===== src/design/dfsw_pkg.sv =====
// shared types, constants and command codes for the directory file-size walker
`default_nettype none

package dfsw_pkg;

  // directory geometry
  localparam int unsigned ENTRIES      = 160;
  localparam int unsigned ENTRY_BYTES  = 25;
  localparam int unsigned MEM_DEPTH    = ENTRIES * ENTRY_BYTES;
  localparam int unsigned ADDR_W       = $clog2(MEM_DEPTH);
  localparam int unsigned HOP_W        = $clog2(ENTRIES + 1);

  // field widths
  localparam int unsigned ENTRY_W      = 8;
  localparam int unsigned POS_W        = 5;
  localparam int unsigned SIZE_W       = 27;
  localparam int unsigned STATUS_W     = 2;

  // entry layout
  localparam logic [POS_W-1:0] FIRST_EXTENT = POS_W'(12);
  localparam logic [POS_W-1:0] LAST_EXTENT  = POS_W'(21);
  localparam logic [POS_W-1:0] CONT_EXTENT  = POS_W'(1);
  localparam logic [POS_W-1:0] LINK_BYTE    = POS_W'(24);
  localparam logic [POS_W-1:0] FLAG_BYTE    = POS_W'(0);
  localparam logic [POS_W-1:0] EXTENT_BYTES = POS_W'(3);
  localparam int unsigned      FLAG_CONTINUED_BIT = 5;  // 0x20
  localparam int unsigned      FLAG_IS_CONT_BIT   = 0;  // 0x01
  localparam int unsigned      SECTOR_BYTES = 256;

  // actions
  localparam logic ACT_WRITE = 1'b0;
  localparam logic ACT_QUERY = 1'b1;

  // walk status codes
  localparam logic [STATUS_W-1:0] WS_OK      = 2'd0;
  localparam logic [STATUS_W-1:0] WS_CORRUPT = 2'd1;
  localparam logic [STATUS_W-1:0] WS_HOPS    = 2'd2;

  // read offset select
  localparam logic [2:0] OFF_POS  = 3'd0;
  localparam logic [2:0] OFF_POS1 = 3'd1;
  localparam logic [2:0] OFF_POS2 = 3'd2;
  localparam logic [2:0] OFF_NEXT = 3'd3;
  localparam logic [2:0] OFF_FLAG = 3'd4;
  localparam logic [2:0] OFF_LINK = 3'd5;
  localparam logic [2:0] OFF_CONT = 3'd6;

  // read entry select
  localparam logic [1:0] ENT_IN    = 2'd0;
  localparam logic [1:0] ENT_CUR   = 2'd1;
  localparam logic [1:0] ENT_NXT   = 2'd2;
  localparam logic [1:0] ENT_RDATA = 2'd3;

  typedef struct packed {
    logic               action;
    logic [ENTRY_W-1:0] entry_index;
    logic [4:0]         byte_offset;
    logic [7:0]         byte_value;
  } in_item_t;

  typedef struct packed {
    logic [SIZE_W-1:0]   size_bytes;
    logic [STATUS_W-1:0] walk_status;
    logic [7:0]          entry_flags;
  } out_item_t;

  // controller to datapath
  typedef struct packed {
    logic                mem_we;
    logic                rd_en;
    logic [1:0]          rd_ent;
    logic [2:0]          rd_off;
    logic                start;
    logic                start_bad;
    logic                ld_flags;
    logic                ld_hi;
    logic                ld_lo;
    logic                acc;
    logic                ld_last;
    logic                ld_nxt;
    logic                hop;
    logic                set_status;
    logic [STATUS_W-1:0] status_val;
    logic                fin;
  } dp_cmd_t;

  // datapath to controller
  typedef struct packed {
    logic is_query;
    logic idx_ok;
    logic wr_ok;
    logic ext_zero;
    logic ext_last;
    logic flag_cont;
    logic link_bad;
    logic is_cont;
    logic hop_full;
    logic out_busy;
  } dp_stat_t;

endpackage

`default_nettype wire


===== src/design/dfsw_ctrl.sv =====
// walk sequencer: issues at most one store read per cycle and steers the datapath
`default_nettype none

module dfsw_ctrl (
  input  wire logic               clk_i,
  input  wire logic               rst_ni,
  input  wire logic               in_valid_i,
  output logic                    in_ready_o,
  input  wire dfsw_pkg::dp_stat_t stat_i,
  output dfsw_pkg::dp_cmd_t       cmd_o
);
  import dfsw_pkg::*;

  localparam logic [3:0] S_IDLE   = 4'd0;
  localparam logic [3:0] S_RFLAG  = 4'd1;
  localparam logic [3:0] S_RHI    = 4'd2;
  localparam logic [3:0] S_RLO    = 4'd3;
  localparam logic [3:0] S_RCNT   = 4'd4;
  localparam logic [3:0] S_RCFLAG = 4'd5;
  localparam logic [3:0] S_RLINK  = 4'd6;
  localparam logic [3:0] S_RNFLAG = 4'd7;
  localparam logic [3:0] S_TRIM   = 4'd8;
  localparam logic [3:0] S_FIN    = 4'd9;

  logic [3:0] state_q, state_d;

  assign in_ready_o = (state_q == S_IDLE);

  always_comb begin
    state_d = state_q;
    cmd_o   = '0;
    unique case (state_q)
      S_IDLE: begin
        if (in_valid_i) begin
          if (!stat_i.is_query) begin
            cmd_o.mem_we = stat_i.wr_ok;
          end else if (stat_i.idx_ok) begin
            cmd_o.start  = 1'b1;
            cmd_o.rd_en  = 1'b1;
            cmd_o.rd_ent = ENT_IN;
            cmd_o.rd_off = OFF_FLAG;
            state_d      = S_RFLAG;
          end else begin
            cmd_o.start_bad = 1'b1;
            state_d         = S_FIN;
          end
        end
      end
      S_RFLAG: begin
        cmd_o.ld_flags = 1'b1;
        cmd_o.rd_en    = 1'b1;
        cmd_o.rd_ent   = ENT_CUR;
        cmd_o.rd_off   = OFF_POS;
        state_d        = S_RHI;
      end
      S_RHI: begin
        cmd_o.ld_hi  = 1'b1;
        cmd_o.rd_en  = 1'b1;
        cmd_o.rd_ent = ENT_CUR;
        cmd_o.rd_off = OFF_POS1;
        state_d      = S_RLO;
      end
      S_RLO: begin
        cmd_o.ld_lo  = 1'b1;
        cmd_o.rd_en  = 1'b1;
        cmd_o.rd_ent = ENT_CUR;
        cmd_o.rd_off = OFF_POS2;
        state_d      = S_RCNT;
      end
      S_RCNT: begin
        cmd_o.rd_en  = 1'b1;
        cmd_o.rd_ent = ENT_CUR;
        if (stat_i.ext_zero) begin
          cmd_o.rd_off = OFF_LINK;
          state_d      = S_TRIM;
        end else begin
          cmd_o.acc = 1'b1;
          if (stat_i.ext_last) begin
            cmd_o.rd_off = OFF_FLAG;
            state_d      = S_RCFLAG;
          end else begin
            cmd_o.rd_off = OFF_NEXT;
            state_d      = S_RHI;
          end
        end
      end
      S_RCFLAG: begin
        cmd_o.rd_en  = 1'b1;
        cmd_o.rd_ent = ENT_CUR;
        cmd_o.rd_off = OFF_LINK;
        state_d      = stat_i.flag_cont ? S_RLINK : S_TRIM;
      end
      S_RLINK: begin
        cmd_o.ld_last = 1'b1;
        cmd_o.ld_nxt  = 1'b1;
        if (stat_i.link_bad) begin
          cmd_o.set_status = 1'b1;
          cmd_o.status_val = WS_CORRUPT;
          state_d          = S_FIN;
        end else begin
          cmd_o.rd_en  = 1'b1;
          cmd_o.rd_ent = ENT_RDATA;
          cmd_o.rd_off = OFF_FLAG;
          state_d      = S_RNFLAG;
        end
      end
      S_RNFLAG: begin
        if (!stat_i.is_cont) begin
          cmd_o.set_status = 1'b1;
          cmd_o.status_val = WS_CORRUPT;
          state_d          = S_FIN;
        end else if (stat_i.hop_full) begin
          cmd_o.set_status = 1'b1;
          cmd_o.status_val = WS_HOPS;
          state_d          = S_FIN;
        end else begin
          cmd_o.hop    = 1'b1;
          cmd_o.rd_en  = 1'b1;
          cmd_o.rd_ent = ENT_NXT;
          cmd_o.rd_off = OFF_CONT;
          state_d      = S_RHI;
        end
      end
      S_TRIM: begin
        cmd_o.ld_last = 1'b1;
        state_d       = S_FIN;
      end
      S_FIN: begin
        if (!stat_i.out_busy) begin
          cmd_o.fin = 1'b1;
          state_d   = S_IDLE;
        end
      end
      default: begin
        state_d = S_IDLE;
      end
    endcase
  end

  always_ff @(posedge clk_i or negedge rst_ni) begin
    if (!rst_ni) begin
      state_q <= S_IDLE;
    end else begin
      state_q <= state_d;
    end
  end

endmodule

`default_nettype wire


===== config.mk =====
export PLATFORM = sky130hd
export DESIGN_NAME = dfsw_ctrl
export DESIGN_NICKNAME = d
export VERILOG_FILES = /design/src/design/dfsw_pkg.sv /design/src/design/dfsw_ctrl.sv
export SDC_FILE = /design/constraint.sdc
export NUM_CORES = 1
export LEC_CHECK = 0
export BUFFER_PORTS_ARGS = -buffer_cell sky130_fd_sc_hd__buf_2
export CORE_MARGIN = 3
export CORE_UTILIZATION = 44
export DETAILED_ROUTE_END_ITERATION = 16
export PLACE_DENSITY = 0.79
export SYNTH_ARGS = -nofsm -noshare
export SYNTH_HDL_FRONTEND = slang
export SYNTH_SLANG_ARGS = --single-unit

===== constraint.sdc =====
create_clock -name clk_i -period 1.6 [get_ports clk_i]
set_input_delay 0.08 -clock clk_i [delete_from_list [all_inputs] [get_ports clk_i]]
set_output_delay 0.08 -clock clk_i [all_outputs]
set_load 0.05 [all_outputs]

Yosys cells after proc, flatten, opt, wreduce, memory -nomap -nowiden
Index checks and enable logic that the tools add are counted.
{"block": "word_totals", "input_bits": 13, "out_inout_bits": 21, "register_bits": 4, "wordCells": 56}
{"block": "op_classes", "mux": 40, "n_eq_ne": 12, "n_reduce_logical": 3}
{"operator": "6-bit case mux with 8 select lines", "count": 1}
{"operator": "4-bit case mux with 10 select lines", "count": 1}
{"operator": "4-bit 2-to-1 mux", "count": 9}
{"operator": "3-bit 2-to-1 mux", "count": 6}
{"operator": "6-bit 2-to-1 mux", "count": 3}
{"operator": "4-bit by 3-bit equality test with 1-bit output, second input constant", "count": 4}
{"operator": "1-bit 2-to-1 mux", "count": 15}
{"operator": "9-bit 2-to-1 mux", "count": 1}
{"operator": "4-bit by 2-bit equality test with 1-bit output, second input constant", "count": 2}
{"operator": "4-bit equality test, second input constant", "count": 2}
{"operator": "8-bit 2-to-1 mux", "count": 1}
{"operator": "7-bit 2-to-1 mux", "count": 1}
{"operator": "3-bit case mux with 2 select lines", "count": 1}
{"operator": "4-bit by 1-bit equality test with 1-bit output, second input constant", "count": 1}
{"operator": "4-bit logical NOT", "count": 1}
{"operator": "2-bit != test, second input constant", "count": 2}
{"operator": "3-bit AND reduction", "count": 1}
{"operator": "2-bit 2-to-1 mux", "count": 1}
{"operator": "2-bit by 1-bit != test with 1-bit output, second input constant", "count": 1}
{"operator": "2-bit OR reduction", "count": 1}

Longest topological paths before layout
{"block": "logic_depth", "depth_word": 4, "depth_mapped": 6, "depth_no_buf": 4}

Worst setup path before layout
No wires, ideal clock.
{"block": "synth_path", "path_type": "flip-flop to output port", "start": "register state_q[2]", "end": "output cmd_o[18] (netlist bit)", "path_stages_with_launch": 5, "path_slack_ns": -1.028, "path_buffers": 0, "arrival_ns": 2.548, "t_required_ns": 1.520, "cell_sequence": "dfrtp_1 nor4_2 nand4_1 inv_1 a211o_1"}
{"element": "from (decl)", "line": "dfsw_ctrl.sv:25", "source": "logic [3:0] state_q, state_d;"}
{"element": "from (signal assigned)", "line": "dfsw_ctrl.sv:144", "source": "state_q <= state_d;"}
{"element": "to (decl)", "line": "dfsw_ctrl.sv:10", "source": "output dfsw_pkg::dp_cmd_t cmd_o"}

Worst setup path in the final report
{"block": "layout_path", "start": "register state_q[3]", "end": "register state_q[2]"}
{"block": "layout_via", "elab_chain_len": 3, "elab_cells_between_ends": 15, "classes_between": "eq/ne: 12; mux: 1; reduce/logical: 2"}
{"element": "4-bit equality test or 4-bit logical NOT (tied branches)", "line": "dfsw_ctrl.sv:32", "source": "unique case (state_q)"}
{"element": "2-bit != test (no source line) or 2-bit by 1-bit != test with 1-bit output (tied branches)"}
{"element": "3-bit AND reduction (no source line)"}
Several ways; a longest one is shown, not always the timed one.
A chain may end at the register's enable or synchronous reset.

==> impl_metrics.json <==
{
  "grt_overflow": 0,
  "cap_violations": 0,
  "io_pins": 34,
  "viasPerCell": 6.77,
  "critPathArrivalTime_ns": 1.82,
  "finalSetupViolations": 11,
  "netlist_instances": 81,
  "clk_path_buf_depth": 2,
  "synthTopCellsByArea": "dfrtp_1, buf_6, a21oi_1",
  "path_buf_inv": 1,
  "largest_register": "state_q",
  "cp-start-kind": "flop",
  "crit_slowest_cell": "dfrtp_2",
  "die_x_um": 44.2,
  "synth.distinct_cells": 35,
  "dieHeight_um": 44.2,
  "worst_slew_pin_slew_ns": 0.629,
  "async_flop_share_pct": 100,
  "multi_input_area_um2": 639,
  "fillers": 40,
  "gp_congestion": 0.907,
  "cts_tree": "done",
  "finalSetupTns_ns": -0.555,
  "status": "finished with violations",
  "insertion_delay_ns": 0.24,
  "worstPathRequired_ns": 1.72,
  "synth_area_leader_cell": "dfrtp_1",
  "postRouteWirelength_um": 3330,
  "synth_area_um2": 642,
  "yosysTopAreaCellShare_pct": 15.6,
  "vias": 1002,
  "violations": "negative setup slack",
  "crit_type": "flop to flop",
  "synth_edf_count": 0,
  "synth.net_count": 94,
  "areaGrowthSynthToFinish_pct": 97.3,
  "cts_root_buf": "clkbuf_4",
  "hold_class": "input port to flop",
  "min_period_over_period_pct": 106,
  "grt_antenna_before_repair": 0,
  "route.detailed.drc": 0,
  "detail_route.iter0.violations": 51,
  "rsz0062_at_grt": "true",
  "grt_pass1_wl_um": 3690,
  "ctsHtreeMaxLevel": 1,
  "ant_nets": 0,
  "firstDrtPassIters": 5,
  "fin_cells": 148,
  "avgSynthCellArea_um2": 7.92,
  "fin_ws_ns": -0.101,
  "max_slew_margin_pct": 58.0,
  "ys_seq_area_share_pct": 15.6,
  "port_buffers": 33,
  "report.final.slew_viol_count": 0,
  "cts_sinks": 4,
  "grt_max_degree": 11,
  "ys_seq_elements": 4,
  "largest_reg_flops": 4,
  "top_regs": "state_q: 4 flops",
  "clkTransAtPathRegs_ns": 0.04,
  "initial_core_util_pct": 48.1,
  "ys_warn_count": 0,
  "worstPathCellList": "nand2b_4, buf_4, nor3_1, o21ai_0, o31ai_1",
  "dieArea_mm2": 0.00195,
  "drive_above_1_share_pct": 69.9,
  "synthFlopType": "dfrtp_1",
  "p_leak_nw": 0.572,
  "crit_fanout": 9,
  "nNetsFinal": 148,
  "coreArea_mm2": 0.00133,
  "power_density_mw_per_mm2": 2290,
  "grt_usage_pct": 25.1,
  "hpwl_um": 1600,
  "finClkSkew_ns": 0.000513,
  "rows": 13,
  "max_stage_delay_ns": 0.48,
  "numCtsBuffers": 3,
  "finalCriticalPeriod_ns": 1.70,
  "wl_per_cell_um": 22.5,
  "finalHoldViolations": 0,
  "worst_path_dominant_cell_family": "simple AND/OR/NAND/NOR gates",
  "vdd_drop_max_mv": 1.58,
  "antenna_cells": 0,
  "seq_area_um2": 105,
  "grt_pass1_vias": 842,
  "endpoint_kind": "flop",
  "dp_cells": 138,
  "fmax_ghz": 0.588
}
through the flow:
| step | cell area (um2) | hold WS [ns] | utilization [%] | power (mW) | setup WS, ns |
|---|---|---|---|---|---|
| after detailed placement | 993 | -0.114 | 74.5 | 2.18 | 0.0447 |
| after global placement | 993 | -0.117 | 74.5 | 2.15 | 0.0684 |
| after global routing | 1270 | 0.230 | 94.9 | 2.98 | -0.139 |
| final | 1270 | 0.220 | 94.9 | 2.89 | -0.101 |
| after CTS | 1140 | 0.176 | 85.2 | 2.55 | -0.0433 |
| after floorplan | 746 | -0.216 | - | 1.72 | -0.328 |
report_power, final:
group          total [mW]  switching, mW  internal [mW]
clock               0.130         0.0460         0.0842
sequential          0.282          0.127          0.155
combinational        2.48           1.48          0.999
total                2.89           1.66           1.24
final cells by class:
| cell class | instances | share of cell area, % |
|---|---|---|
| clock buffers | 3 | 1.78 |
| inverters | 6 | 1.78 |
| multi-input cells | 65 | 50.5 |
| flip-flops and latches | 4 | 8.30 |
| well taps | 15 | 1.48 |
| repair buffers | 55 | 36.2 |
what timing repair did:
action,4_1_cts,5_1_grt
setup endpoints to repair,19,16
pin swaps,4,6
gates resized for setup,31,24
hold buffers,1,0
endpoints found under the hold margin,4,0
setup buffers,1,5
cells in the mapped netlist, types with 2 or more instances:
master   n
buf_2    3
nand2_1  7
nand3_1  2
nor4b_1  2
nand4_1  2
nor4_2   2
nor3_1   4
o21ai_0  6
nor2_1   6
a21oi_1  6
nor2b_1  2
inv_1    6
o21ai_1  2
and3_1   4
buf_6    3
dfrtp_1  4
a211o_1  2
cell usage in the layout, fill, tap and decap left out, drive strengths merged:
master       instances
a2111oi              1
a211o                2
a211oi               2
a21oi                6
a311oi               1
a31oi                1
and3                 4
and4b                1
and4bb               1
buf                 53
clkbuf               4
dfrtp                4
dlygate4sd3          1
inv                  6
nand2                7
nand2b               1
nand3                2
nand4                2
nand4b               1
nor2                 6
nor2b                2
nor3                 5
nor3b                1
nor4                 3
nor4b                2
o21ai                9
o21bai               1
o2bb2ai              1
o31ai                1
or2                  1
or3b                 1
worst paths after layout:
check                      depth (start not counted)  slack, ns  startpoint    endpoint
max in group asynchronous                          2       1.22      rst_ni  state_q[1]
hold / removal                                     3       0.22   stat_i[0]  state_q[3]
setup reg to reg                                   5      -0.10  state_q[3]  state_q[2]
min in group asynchronous                          2       0.24      rst_ni  state_q[0]
hold reg to reg                                    2       0.76  state_q[3]  state_q[3]
setup / recovery                                   5      -0.10  state_q[3]  state_q[2]
routing by layer:
metal  wire, um  track usage (%)
met4        194             5.42
met5          0                0
met3        407             4.47
met2       1610             48.8
met1       1120             27.8
worst register-to-register path, cell delays in order, from the launching register on:
cell and delay (ns):
dfrtp_2 0.48, nand2b_4 0.20, buf_4 0.17, nor3_1 0.32, o21ai_0 0.26, o31ai_1 0.15
logic make-up (layout without fill, tap and decap cells):
family / Yosys count / count (layout) / share of synthesized area, %
compound gates: 25 / 25 / 30.4
buf+inv: 12 / 64 / 11.1
flops: 4 / 4 / 15.6
simple gates: 40 / 40 / 42.9
Note: power is estimated with default switching activity, not from simulation.
